===== src/design/nmea_gga_field_parser_defines.svh =====
// ----------------------------------------------------------------------------
// NMEA GGA field parser assertion macros
// Concurrent assertion wrappers that compile away when SYNTH is defined.
// ----------------------------------------------------------------------------
`ifndef NMEA_GGA_FIELD_PARSER_DEFINES_SVH
`define NMEA_GGA_FIELD_PARSER_DEFINES_SVH

`ifndef SYNTH
// A property that must hold at every clock edge outside reset.
`define NGGA_ASSERT(label, clk, rst_n, prop, msg) \
  label: assert property (@(posedge clk) disable iff (!rst_n) (prop)) else $error(msg);
// An implication checked at every clock edge outside reset.
`define NGGA_ASSERT_IMPL(label, clk, rst_n, ante, cons, msg) \
  label: assert property (@(posedge clk) disable iff (!rst_n) (ante) |-> (cons)) \
    else $error(msg);
// An implication whose consequent is checked in the cycle after the antecedent.
`define NGGA_ASSERT_NEXT(label, clk, rst_n, ante, cons, msg) \
  label: assert property (@(posedge clk) disable iff (!rst_n) (ante) |=> (cons)) \
    else $error(msg);
`else
`define NGGA_ASSERT(label, clk, rst_n, prop, msg)
`define NGGA_ASSERT_IMPL(label, clk, rst_n, ante, cons, msg)
`define NGGA_ASSERT_NEXT(label, clk, rst_n, ante, cons, msg)
`endif

`endif


===== src/design/ngga_pkg.sv =====
`timescale 1ns / 1ps
// ----------------------------------------------------------------------------
// NMEA GGA parser package
// Character codes, queue sizing and the record passed from front to back.
// ----------------------------------------------------------------------------
package ngga_pkg;

  localparam logic [7:0] CHAR_DOLLAR = 8'h24;
  localparam logic [7:0] CHAR_COMMA  = 8'h2C;
  localparam logic [7:0] CHAR_G      = 8'h47;
  localparam logic [7:0] CHAR_A      = 8'h41;
  localparam logic [7:0] CHAR_ZERO   = 8'h30;
  localparam logic [7:0] CHAR_NINE   = 8'h39;

  localparam int QUEUE_DEPTH = 4;
  localparam int QUEUE_AW    = $clog2(QUEUE_DEPTH);

  typedef logic [3:0] bcd_digit_t;
  typedef bcd_digit_t [5:0] hhmmss_t;

  typedef struct packed {
    logic [7:0] data_byte;
    logic [6:0] byte_offset;
    logic [4:0] field_number;
    logic       is_field_end;
    logic [6:0] field_start;
    logic       time_valid;
    hhmmss_t    time_digits;
    logic       overflow;
  } item_t;

endpackage


===== src/design/ngga_front.sv =====
`timescale 1ns / 1ps
// ----------------------------------------------------------------------------
// NMEA GGA front end
// Watches for the GGA tag, tracks offsets, fields and the hhmmss digits, and
// hands one record per captured byte to the queue.
// ----------------------------------------------------------------------------
module ngga_front #(
  parameter int BUFFER_DEPTH = 128,
  parameter int COMMA_SLOTS  = 32
) (
  input  logic            clk,
  input  logic            rst_n,
  input  logic            take,
  input  logic [7:0]      rx_byte,
  output logic            push,
  output ngga_pkg::item_t item
);

  localparam int BCW = $clog2(BUFFER_DEPTH + 1);
  localparam int CCW = $clog2(COMMA_SLOTS + 1);

  logic [2:0][7:0]     window_r, window_nxt;
  logic                capturing_r, capturing_nxt;
  logic [BCW-1:0]      byte_count_r, byte_count_nxt;
  logic [CCW-1:0]      comma_count_r, comma_count_nxt;
  logic [6:0]          field_start_r, field_start_nxt;
  ngga_pkg::hhmmss_t   digits_r, digits_nxt;
  logic                closed_r, closed_nxt;
  logic                overflow_r, overflow_nxt;

  logic [BCW+6:0]      offset_ext;
  logic [CCW+4:0]      field_ext;
  logic                is_digit;
  logic                tag_seen;
  logic                comma_room;

  assign offset_ext = {7'd0, byte_count_r};
  assign field_ext  = {5'd0, comma_count_r};
  assign tag_seen   = (window_r[0] == ngga_pkg::CHAR_G) && (window_r[1] == ngga_pkg::CHAR_G) &&
                      (window_r[2] == ngga_pkg::CHAR_A);
  assign comma_room = (comma_count_r < CCW'(COMMA_SLOTS));

  always_comb begin
    is_digit = rx_byte inside {[ngga_pkg::CHAR_ZERO:ngga_pkg::CHAR_NINE]};
  end

  always_comb begin
    window_nxt      = window_r;
    capturing_nxt   = capturing_r;
    byte_count_nxt  = byte_count_r;
    comma_count_nxt = comma_count_r;
    field_start_nxt = field_start_r;
    digits_nxt      = digits_r;
    closed_nxt      = closed_r;
    overflow_nxt    = overflow_r;
    push            = 1'b0;

    item.data_byte    = rx_byte;
    item.byte_offset  = offset_ext[6:0];
    item.field_number = field_ext[4:0];
    item.is_field_end = 1'b0;
    item.field_start  = field_start_r;
    item.time_valid   = 1'b0;
    item.time_digits  = digits_r;
    item.overflow     = overflow_r;

    if (take) begin
      if (rx_byte == ngga_pkg::CHAR_DOLLAR || (!capturing_r && tag_seen)) begin
        // A new sentence, or the byte after the tag: restart the offset, field, digit and flag state.
        capturing_nxt   = !capturing_r && tag_seen && rx_byte != ngga_pkg::CHAR_DOLLAR;
        byte_count_nxt  = '0;
        comma_count_nxt = '0;
        field_start_nxt = '0;
        digits_nxt      = '0;
        closed_nxt      = 1'b0;
        overflow_nxt    = 1'b0;
        if (capturing_nxt) begin
          window_nxt = '0;
        end
      end else if (!capturing_r) begin
        window_nxt = {rx_byte, window_r[2], window_r[1]};
      end else if (byte_count_r >= BCW'(BUFFER_DEPTH)) begin
        overflow_nxt = 1'b1;
      end else begin
        push           = 1'b1;
        byte_count_nxt = byte_count_r + BCW'(1);
        if (comma_count_r == '0 && !closed_r) begin
          if (is_digit) begin
            // Once six digits are held with a nonzero top digit, any further digit saturates to 999999.
            if (digits_r[5] != 4'd0) begin
              digits_nxt = {6{4'd9}};
            end else begin
              digits_nxt = {digits_r[4:0], rx_byte[3:0]};
            end
          end else begin
            closed_nxt = 1'b1;
          end
        end
        if (rx_byte == ngga_pkg::CHAR_COMMA) begin
          if (!comma_room) begin
            overflow_nxt = 1'b1;
          end else begin
            item.is_field_end = 1'b1;
            item.time_valid   = (comma_count_r == '0);
            comma_count_nxt   = comma_count_r + CCW'(1);
            field_start_nxt   = offset_ext[6:0] + 7'd1;
          end
        end
        item.overflow = overflow_nxt;
      end
    end
  end

  always_ff @(posedge clk) begin
    if (!rst_n) begin
      window_r      <= '0;
      capturing_r   <= 1'b0;
      byte_count_r  <= '0;
      comma_count_r <= '0;
      field_start_r <= '0;
      digits_r      <= '0;
      closed_r      <= 1'b0;
      overflow_r    <= 1'b0;
    end else begin
      window_r      <= window_nxt;
      capturing_r   <= capturing_nxt;
      byte_count_r  <= byte_count_nxt;
      comma_count_r <= comma_count_nxt;
      field_start_r <= field_start_nxt;
      digits_r      <= digits_nxt;
      closed_r      <= closed_nxt;
      overflow_r    <= overflow_nxt;
    end
  end

endmodule


===== src/design/ngga_queue.sv =====
`timescale 1ns / 1ps
`include "nmea_gga_field_parser_defines.svh"
// ----------------------------------------------------------------------------
// NMEA GGA record queue
// Small FIFO of parsed records between the front end and the output stage.
// ----------------------------------------------------------------------------
module ngga_queue (
  input  logic            clk,
  input  logic            rst_n,
  input  logic            push,
  input  ngga_pkg::item_t push_item,
  output logic            full,
  input  logic            pop,
  output ngga_pkg::item_t pop_item,
  output logic            empty
);

  localparam int AW = ngga_pkg::QUEUE_AW;

  ngga_pkg::item_t entries_r [ngga_pkg::QUEUE_DEPTH];
  logic [AW-1:0]   wr_ptr_r, wr_ptr_nxt;
  logic [AW-1:0]   rd_ptr_r, rd_ptr_nxt;
  logic [AW:0]     count_r, count_nxt;

  assign full     = (count_r == (AW+1)'(ngga_pkg::QUEUE_DEPTH));
  assign empty    = (count_r == '0);
  assign pop_item = entries_r[rd_ptr_r];

  always_comb begin
    wr_ptr_nxt = push ? wr_ptr_r + AW'(1) : wr_ptr_r;
    rd_ptr_nxt = pop ? rd_ptr_r + AW'(1) : rd_ptr_r;
    count_nxt  = count_r + (AW+1)'(push) - (AW+1)'(pop);
  end

  always_ff @(posedge clk) begin
    if (push) begin
      entries_r[wr_ptr_r] <= push_item;
    end
  end

  always_ff @(posedge clk) begin
    if (!rst_n) begin
      wr_ptr_r <= '0;
      rd_ptr_r <= '0;
      count_r  <= '0;
    end else begin
      wr_ptr_r <= wr_ptr_nxt;
      rd_ptr_r <= rd_ptr_nxt;
      count_r  <= count_nxt;
    end
  end

  `NGGA_ASSERT(a_count_bound, clk, rst_n, count_r <= (AW+1)'(ngga_pkg::QUEUE_DEPTH), "queue count exceeds depth")
  `NGGA_ASSERT_IMPL(a_no_pop_empty, clk, rst_n, pop, !empty, "pop from an empty queue")
  `NGGA_ASSERT_NEXT(a_count_grows, clk, rst_n, push && !pop, count_r == $past(count_r) + (AW+1)'(1), "count did not grow on push")
  `NGGA_ASSERT_IMPL(a_ptr_gap, clk, rst_n, !full && !empty, wr_ptr_r != rd_ptr_r, "pointers meet with a partly filled queue")

endmodule


===== src/design/ngga_back.sv =====
`timescale 1ns / 1ps
// ----------------------------------------------------------------------------
// NMEA GGA output stage
// Takes records from the queue, converts the hhmmss digits and holds the
// result request until the consumer takes it.
// ----------------------------------------------------------------------------
module ngga_back (
  input  logic            clk,
  input  logic            rst_n,
  input  logic            q_empty,
  input  ngga_pkg::item_t q_item,
  output logic            q_pop,
  output logic            out_valid,
  input  logic            out_ready,
  output logic [7:0]      out_data_byte,
  output logic [6:0]      out_byte_offset,
  output logic [4:0]      out_field_number,
  output logic            out_is_field_end,
  output logic [6:0]      out_field_start,
  output logic            out_time_valid,
  output logic [6:0]      out_time_hours,
  output logic [6:0]      out_time_minutes,
  output logic [6:0]      out_time_seconds,
  output logic            out_overflow
);

  logic                 valid_r, valid_nxt;
  ngga_pkg::item_t      item_r;
  logic [6:0]           hours_r, minutes_r, seconds_r;

  function automatic logic [6:0] bcd_pair(input ngga_pkg::bcd_digit_t tens,
                                          input ngga_pkg::bcd_digit_t ones);
    bcd_pair = {tens, 3'b000} + {2'b00, tens, 1'b0} + {3'b000, ones};
  endfunction

  assign q_pop     = !q_empty && (!valid_r || out_ready);
  assign valid_nxt = q_pop || (valid_r && !out_ready);

  always_ff @(posedge clk) begin
    if (!rst_n) begin
      valid_r <= 1'b0;
    end else begin
      valid_r <= valid_nxt;
    end
  end

  always_ff @(posedge clk) begin
    if (q_pop) begin
      item_r <= q_item;
      if (q_item.time_valid) begin
        hours_r   <= bcd_pair(q_item.time_digits[5], q_item.time_digits[4]);
        minutes_r <= bcd_pair(q_item.time_digits[3], q_item.time_digits[2]);
        seconds_r <= bcd_pair(q_item.time_digits[1], q_item.time_digits[0]);
      end else begin
        hours_r   <= '0;
        minutes_r <= '0;
        seconds_r <= '0;
      end
    end
  end

  assign out_valid        = valid_r;
  assign out_data_byte    = item_r.data_byte;
  assign out_byte_offset  = item_r.byte_offset;
  assign out_field_number = item_r.field_number;
  assign out_is_field_end = item_r.is_field_end;
  assign out_field_start  = item_r.field_start;
  assign out_time_valid   = item_r.time_valid;
  assign out_time_hours   = hours_r;
  assign out_time_minutes = minutes_r;
  assign out_time_seconds = seconds_r;
  assign out_overflow     = item_r.overflow;

endmodule


===== src/design/nmea_gga_field_parser.sv =====
`timescale 1ns / 1ps
// ----------------------------------------------------------------------------
// NMEA GGA field parser
// Byte-serial GGA sentence capture with field tagging and UTC time decode.
// ----------------------------------------------------------------------------
// Accepts one received character per clock cycle for as long as the four-entry
// record queue has room; each captured byte leaves as one result request via
// the queue and output register, and a stalled consumer only stops input
// once the queue and output register are full. A '$' restarts the sentence,
// the tag GGA plus the byte after it start capture, and every later byte is
// reported with its offset, field number and field start until BUFFER_DEPTH
// bytes have been taken; the comma that closes field 0 carries hours, minutes
// and seconds decoded from the leading digits of that field.
module nmea_gga_field_parser #(
  parameter int BUFFER_DEPTH = 128,
  parameter int COMMA_SLOTS  = 32
) (
  input  logic       clk,
  input  logic       rst_n,
  input  logic       in_valid,
  output logic       in_ready,
  input  logic [7:0] in_rx_byte,
  output logic       out_valid,
  input  logic       out_ready,
  output logic [7:0] out_data_byte,
  output logic [6:0] out_byte_offset,
  output logic [4:0] out_field_number,
  output logic       out_is_field_end,
  output logic [6:0] out_field_start,
  output logic       out_time_valid,
  output logic [6:0] out_time_hours,
  output logic [6:0] out_time_minutes,
  output logic [6:0] out_time_seconds,
  output logic       out_overflow
);

  logic            q_full;
  logic            q_empty;
  logic            q_push;
  logic            q_pop;
  ngga_pkg::item_t front_item;
  ngga_pkg::item_t q_item;

  assign in_ready = !q_full;

  ngga_front #(
    .BUFFER_DEPTH (BUFFER_DEPTH),
    .COMMA_SLOTS  (COMMA_SLOTS)
  ) u_front (
    .clk     (clk),
    .rst_n   (rst_n),
    .take    (in_valid && in_ready),
    .rx_byte (in_rx_byte),
    .push    (q_push),
    .item    (front_item)
  );

  ngga_queue u_queue (
    .clk       (clk),
    .rst_n     (rst_n),
    .push      (q_push),
    .push_item (front_item),
    .full      (q_full),
    .pop       (q_pop),
    .pop_item  (q_item),
    .empty     (q_empty)
  );

  ngga_back u_back (
    .clk              (clk),
    .rst_n            (rst_n),
    .q_empty          (q_empty),
    .q_item           (q_item),
    .q_pop            (q_pop),
    .out_valid        (out_valid),
    .out_ready        (out_ready),
    .out_data_byte    (out_data_byte),
    .out_byte_offset  (out_byte_offset),
    .out_field_number (out_field_number),
    .out_is_field_end (out_is_field_end),
    .out_field_start  (out_field_start),
    .out_time_valid   (out_time_valid),
    .out_time_hours   (out_time_hours),
    .out_time_minutes (out_time_minutes),
    .out_time_seconds (out_time_seconds),
    .out_overflow     (out_overflow)
  );

endmodule


===== config.mk =====
export PLATFORM = sky130hd
export DESIGN_NAME = nmea_gga_field_parser
export DESIGN_NICKNAME = d
export VERILOG_FILES = /design/src/design/ngga_pkg.sv /design/src/design/ngga_front.sv /design/src/design/ngga_queue.sv /design/src/design/ngga_back.sv /design/src/design/nmea_gga_field_parser.sv
export VERILOG_INCLUDE_DIRS = /design/src /design/src/design
export SDC_FILE = /design/constraint.sdc
export NUM_CORES = 1
export LEC_CHECK = 0
export ABC_AREA = 1
export ABC_CLOCK_PERIOD_IN_PS = 10600
export BUFFER_PORTS_ARGS = -buffer_cell sky130_fd_sc_hd__buf_4
export CELL_PAD_IN_SITES_DETAIL_PLACEMENT = 1
export CELL_PAD_IN_SITES_GLOBAL_PLACEMENT = 2
export CORE_MARGIN = 4
export CORE_UTILIZATION = 45
export CTS_BUF_LIST = sky130_fd_sc_hd__clkbuf_4 sky130_fd_sc_hd__clkbuf_8 sky130_fd_sc_hd__clkbuf_16
export DETAILED_ROUTE_END_ITERATION = 8
export PLACE_DENSITY = 0.83
export REMOVE_ABC_BUFFERS = 1
export SYNTH_ARGS = -nofsm -noshare
export SYNTH_HDL_FRONTEND = slang
export SYNTH_SLANG_ARGS = --single-unit
export TNS_END_PERCENT = 20

===== constraint.sdc =====
create_clock -name clk -period 10.6 [get_ports clk]
set_clock_uncertainty 0.05 [all_clocks]
set_input_delay 0.53 -clock clk [delete_from_list [all_inputs] [get_ports clk]]
set_output_delay 0.53 -clock clk [all_outputs]
set_load 0.005 [all_outputs]

==> Word level (Yosys, flattened, before mapping) <==
Memory sizes are Yosys's and may differ from the RTL's. A register that Yosys moved wholly into a read port is not among the register bits.
Index checks and enable logic that the tools add are counted.
{ "word_totals": {"ff_bits": 131, "ramBits": 216, "mem_count": 1, "wordCells": 147} }
{ "mem_list": {"columns": ["memory", "words", "width", "read_ports", "rd_clocked_by_memory_dff", "wr", "line_no", "source"], "rows": [
  ["u_queue.entries_r", 4, 54, 1, 1, 1, "ngga_queue.sv:20", "ngga_pkg::item_t entries_r [ngga_pkg::QUEUE_DEPTH];"]
]} }
{ "classes": {"n_eq_ne": 11, "mux": 56, "n_reduce_logical": 33, "n_lt_le_gt_ge": 4, "n_addsub": 13} }
{ "ops": {"columns": ["op", "n"], "rows": [
  ["two-way mux 24 bit", 9],
  ["two-way mux 7 bit", 5],
  ["two-way mux 1 bit", 32],
  ["two-way mux 6 bit", 5],
  ["== test 8 x 7 -> 1 bit, second input constant", 3],
  ["two-way mux 8 bit", 3],
  ["adder 7 x 4 -> 7 bit", 3],
  ["adder 7 x 5 -> 7 bit", 3],
  ["== test 8 x 6 -> 1 bit, second input constant", 2],
  ["AND reduction 5 bit", 3],
  ["nonzero test 2 bit", 5],
  ["logical AND 1 bit", 9],
  ["adder 8 x 1 -> 8 bit, second input constant", 1],
  ["greater-or-equal comparator 8 x 6 -> 1 bit, second input constant", 1],
  ["greater-or-equal comparator 8 bit, second input constant", 1],
  ["less-or-equal comparator 8 x 6 -> 1 bit, second input constant", 1],
  ["!= test 8 x 6 -> 1 bit, second input constant", 1],
  ["adder 7 x 1 -> 7 bit, second input constant", 1],
  ["adder 6 x 1 -> 6 bit, second input constant", 1],
  ["zero test 1 bit", 6],
  ["zero test 6 bit", 1],
  ["< comparator 6 bit, second input constant", 1],
  ["!= test 2 bit, second input constant", 3],
  ["AND reduction 3 bit", 2],
  ["10 further kinds", 15]
]} }

==> Depth between registers and ports, before layout <==
{ "logic_depth": {"word_depth": 9, "mapped_depth": 17, "depth_no_buf": 14} }

==> Hierarchy <==
A second synthesis with hierarchy kept.
{ "unflattened": {"hier_cells": 1403, "area_unflattened_um2": 15152.0} }
{ "by_module_without_submodules": {"columns": ["module", "cells_per_inst", "instances", "area_per_inst_um2", "seq_area_each_um2"], "rows": [
  ["ngga_queue", 686, 1, 9080.0, 6666.4],
  ["ngga_front", 528, 1, 3676.0, 1441.4],
  ["ngga_back", 186, 1, 2382.3, 1551.5],
  ["nmea_gga_field_parser", 3, 1, 13.8, 0.0]
]} }

==> Worst setup path after synthesis <==
Ideal clock, no wire load.
{ "synth_path": {"path_type": "input port to flip-flop", "start": "input port out_ready", "end": "register u_queue.count_r[1]", "stages": 8, "t_arrival_ps": 4074, "n_path_buf": 0, "setup_time_ps": 110, "required_ps": 10440, "slack_ps": 6366, "cell_sequence": "nor2_1 > nor2_1 > ha_1 > inv_1 > ha_1 > fa_1 > nand2_1 > inv_1"} }
{ "synth_via": {"elab_chain_len": 3} }
{ "synth_rtl": {"columns": ["element", "line_no", "source"], "rows": [
  ["start, declared", "nmea_gga_field_parser.sv:24", "input logic out_ready,"],
  ["logical OR 1 bit", "ngga_back.sv:36", "assign q_pop = !q_empty && (!valid_r || out_ready);"],
  ["logical AND 1 bit", "ngga_back.sv:36", null],
  ["net q_pop", "nmea_gga_field_parser.sv:40", "logic q_pop;"],
  ["subtractor 3 x 1 -> 3 bit", "ngga_queue.sv:32", "count_nxt = count_r + (AW+1)'(push) - (AW+1)'(pop);"],
  ["net u_queue.count_nxt[1]", "ngga_queue.sv:23", "logic [AW:0] count_r, count_nxt;"],
  ["end signal, assigned", "ngga_queue.sv:49", "count_r <= count_nxt;"],
  ["end, declared", "ngga_queue.sv:23", null]
]} }
The timed path passes the listed nets, and every way through them passes these cells.
A chain may end at the register's enable or synchronous reset.

==> results by stage <==
Status:
- The run finished with clean final reports.

Yosys:
- Of the total synthesized cell area, the portion taken by full adders, half adders and majority gates is 0.0370.
- The average instance in the mapped netlist occupies between 10 and 15 um2.
- Yosys attributes the largest share of cell area to edfxtp_1 (56%), dfxtp_1 (11%), nor2_1 (5.4%).
- The cell taking the most area after synthesis is edfxtp_1.
- The synthesized design contains approximately 270 enable-type register cells.
- The share of the synthesized netlist area taken by xor and xnor gates is 0.00307.
- The gate count after technology mapping is roughly 1300.
- The count of state elements after synthesis is 349.
- The post-synth design cell area is around 14000 um2.
- By area, the combinational part of the netlist is dominated by simple AND/OR/NAND/NOR gates.
- Of the total synthesized cell area, the portion taken by AND, OR, NAND and NOR gates is 0.139.
- The yosys synthesis warning count is 0.
- The synthesized-area fraction occupied by ao, oa, aoi and oai cells was 0.0956.
- Of the synthesized area, sequential elements account for 0.677.
- Measured against the total synthesized area, the mux share comes to 0.
- The area share of the largest cell type after synthesis is 0.562.
- Among all flip-flop cells after synthesis, the most frequent one is edfxtp_1.
- The number of different library cells used by synthesis comes to 43.
- The fraction of registers with async set or reset after synthesis is 0.

Timing:
- In the finished design, the share of the clock period the worst path needs comes to 0.378.
- In the final timing run, aggregate negative setup slack is 0 ns.
- Setup slack on the critical path of the routed design comes to 6.59 ns.
- Setup violations remaining at the end of the flow were counted as 0.
- At the pin with the least slew margin, the transition time is around 0.91 ns.
- The count of endpoints failing hold in the final timing report came to 0.
- The upper clock frequency limit is roughly 250 MHz.
- The max-slew violation count is 0.
- Headroom to the max-slew limit came out at 0.392.
- Subtracting the final worst setup slack from the clock period gives around 4.0 ns.
- Setup repair after global routing left no endpoint under its margin.

Clocking:
- The clock tree synthesis step divided the H-tree into 2 levels.
- The number of hold buffers added after cts is 0.
- The clock reaches the later pin of the worst-skew pair after 0.51 ns.
- TritonCTS built the clock tree.
- In this run, post-CTS repair resized a total of 0 instances.
- The clock transition time at the flip-flop clock pins of the worst setup and hold paths is 0.06 ns.
- The setup fix buffers added after clock tree synthesis is 0.
- The buffer cell driving the clock tree root is clkbuf_16.
- The clock drives about 350 sinks.
- The number of CTS-inserted buffers is 38.
- The maximum clock path buffer count is 3.

Setup path:
- The nature of the critical path endpoint is a flip-flop.
- The slowest stage of the critical path is the buf_4 cell.
- The critical path class is flip-flop to flip-flop.
- STA classifies the critical path startpoint as a flip-flop.
- The maximum net fanout on the critical path is 78.
- The family of cells with the greatest summed delay on the critical path is buffers and inverters.
- The arrival time reported for the critical path endpoint is ~4.2 ns.
- The buffer and inverter count on the worst path is 3.
- For this run, the slowest stage of the critical path takes between 0.7 and 0.8 ns.
- Walking the worst path, the cells encountered are inv_2 > buf_4 > nand2_1 > a32oi_1 > inv_1 > fa_1 > fa_1 > nor2_1 > nor2_1 > nor2_1 > nor2_1 > o21ai_1 > a21oi_1.
- The most frequent cell on the critical path is nor2_1.
- STA puts the critical path data required time at between 10 and 15 ns.

Place:
- At the placement stage, the worst setup path has a slack of between 6 and 7 ns.
- The count of port buffers added during placement is 64.
- The congestion estimate from routability-driven global placement came to approximately 0.73.
- Summing all placed instances gives a cell area of ~15000 um2.
- The total placed cells including tap cells is 1680.
- The half-perimeter wire length after detailed placement is between 15 and 20 mm.

Route:
- In the routed layout, each cell is associated on average with a via count of around 5.3.
- The number of detailed-route iterations in the first pass is 5.
- The number of vias after detailed routing is a little over 9000.
- Wires add up to between 30 and 40 mm.
- The DRC violation total after the first TritonRoute iteration is around 460.
- The count of nets left with antenna violations once routing finished came out at 0.
- After detailed routing, the average wire length per cell comes to ~19 um.
- After detailed routing, the number of remaining DRC violations is 0.

Power and ir drop:
- In this run the power spent charging and discharging nets is ~1.3 mW.
- The power density over the cells is 252 nW/um2.
- Of the total power, the share spent switching nets is 0.311.
- The completed layout was analyzed and its total power is about 4.1 mW.
- The proportion of power drawn by the clock network is 0.309.
- The internal power of the cells totals approximately 2.8 mW.
- Of the total power, registers draw 0.418.
- The maximum vdd drop is 0.259 mV.
- In this run the static leakage power is between 6 and 7 nW.
- The part of the power in combinational logic is 0.273.

Die:
- The placeable core region is 30900 um2.
- The area enclosed by the die boundary is approximately 35000 um2.
- After floorplanning, the core was divided into between 60 and 70 placement rows.
- Measured along the x axis, the die boundary spans between 150 and 200 um.
- The die is ~190 um tall.
- The initial utilization of the core area, before any placement, comes to 0.462.
- The top-level port count is 65.

Global route:
- The aggregate global-route resource usage is 0.191.
- The wire length of the first global-routing pass is around 52 mm.
- The number of global-route vias before repair is roughly 9800.
- The overall overflow remaining after global route is 0.
- The initial antenna violation count is 0.
- The maximum number of pins on one net before global-route repair is 79.

Cells and area:
- In the final layout, the share of cells above drive strength 1 is 0.135.
- The count of antenna diodes in the layout is 0.
- Excluding fillers, the count of instances in the completed layout stands at ~1700.
- Compared with the post-synthesis result, the final layout area differs by 14.0%.
- The post-layout net count is 1374.
- The final non-filler cell area is approximately 16000 um2.

Worst hold path:
- The tightest min-delay check is of the input pin to flip-flop type.

Run:
- The number of max-cap violations is 0.
[cell usage in the layout, fill, tap and decap left out, types with 5 or more instances in the layout]
cell type,instances
nand3_2,6
nand3_1,35
nor2_4,7
dfxtp_1,81
nand2_2,5
o21ai_0,107
nand2_4,5
a32oi_1,9
nor2_1,202
ha_1,31
buf_4,76
inv_2,9
nor3_1,5
fa_1,7
edfxtp_1,267
a21oi_1,66
clkbuf_16,39
o22ai_1,41
clkbuf_8,5
nand4_1,8
clkinv_1,9
clkbuf_4,10
nand2_1,192
inv_1,88
[through the flow]
| stage | hold WS, ns | utilization |
|---|---|---|
| 5_1_grt | 0.166 | 0.527 |
| 2_1_floorplan | 0.385 | - |
| 6_report | 0.190 | 0.527 |
| 3_3_place_gp | 0.396 | 0.488 |
| 3_5_place_dp | 0.405 | 0.488 |
| 4_1_cts | 0.166 | 0.527 |
[synth_stat cells (all sizes together) (5+ instances only)]
| master | instances |
|---|---|
| nand3 | 42 |
| nand4 | 8 |
| inv | 99 |
| dfxtp | 82 |
| o21ai | 112 |
| a32oi | 10 |
| ha | 31 |
| clkbuf | 35 |
| nor3 | 5 |
| a21oi | 70 |
| edfxtp | 267 |
| nor2 | 213 |
| fa | 7 |
| nand2 | 202 |
| buf | 26 |
| o22ai | 41 |
[flip-flops by register name, indices dropped and copies added (netlist names), 2 cells and up, named ones only]
name	flops
u_back.out_time_minutes	7
u_front.field_start_r	7
u_back.out_time_hours	7
u_front.byte_count_r	8
u_queue.rd_ptr_r	2
u_back.out_data_byte	8
u_back.out_field_number	5
u_front.window_r	24
u_queue.wr_ptr_r	2
u_front.item	24
u_front.comma_count_r	6
u_back.out_time_seconds	7
u_back.out_byte_offset	7
u_queue.count_r	3
u_back.out_field_start	7
u_queue.entries_r	216
[layer usage]
layer  routed length (um)  part of all wire  vias up  track usage
met5                    0                 0        -            0
met4                  473             0.015        0       0.0382
met3                 1010             0.031       36       0.0278
met2                16400              0.51      122        0.338
met1                14500              0.45     4593        0.255
li1                     -                 -     4487            -
[power by group through the flow]
| stage | clock [mW] | sequential (mW) | combinational [mW] |
|---|---|---|---|
| finish | 1.27 | 1.71 | 1.12 |
| global route | 1.36 | 1.73 | 1.31 |
| CTS | 1.30 | 1.72 | 1.15 |
| detailed placement | 0 | 1.74 | 1.13 |
| global placement | 0 | 1.73 | 1.09 |
| floorplan | 0 | 1.77 | 0.643 |
[area by class of cell]
| class | instances | area [um2] |
|---|---|---|
| clock inverter | 14 | 88.8 |
| sequential | 349 | 9660 |
| timing repair buffer | 76 | 571 |
| tap | 396 | 495 |
| fill | 3255 | 14600 |
| clock buffer | 54 | 1120 |
| multi-input combinational | 759 | 3960 |
| inverter | 100 | 380 |
[cell families (layout without fill, tap and decap cells)]
| group | after synthesis | in the layout |
|---|---|---|
| AO/OA/AOI/OAI | 243 | 243 |
| buffers and inverters | 161 | 244 |
| XOR/XNOR | 5 | 5 |
| flip-flops | 349 | 349 |
| AND/OR/NAND/NOR | 473 | 473 |
| adder cells (fa/ha/maj) | 38 | 38 |
[final timing paths]
path                                            end  depth (start not counted)                              from  slack (ns)
min              u_queue.entries_r[0][48]$_DFFE_PP_                          1                     in_rx_byte[2]        0.19
max reg2reg  u_back.out_time_hours[6]$_SDFFCE_PN0P_                         13                         flip-flop        6.59
max          u_back.out_time_hours[6]$_SDFFCE_PN0P_                         13                         flip-flop        6.59
min reg2reg        u_front.window_r[5]$_SDFFE_PN0P_                          2  u_front.window_r[5]$_SDFFE_PN0P_        0.41
Power figures use the tool's default switching activity.
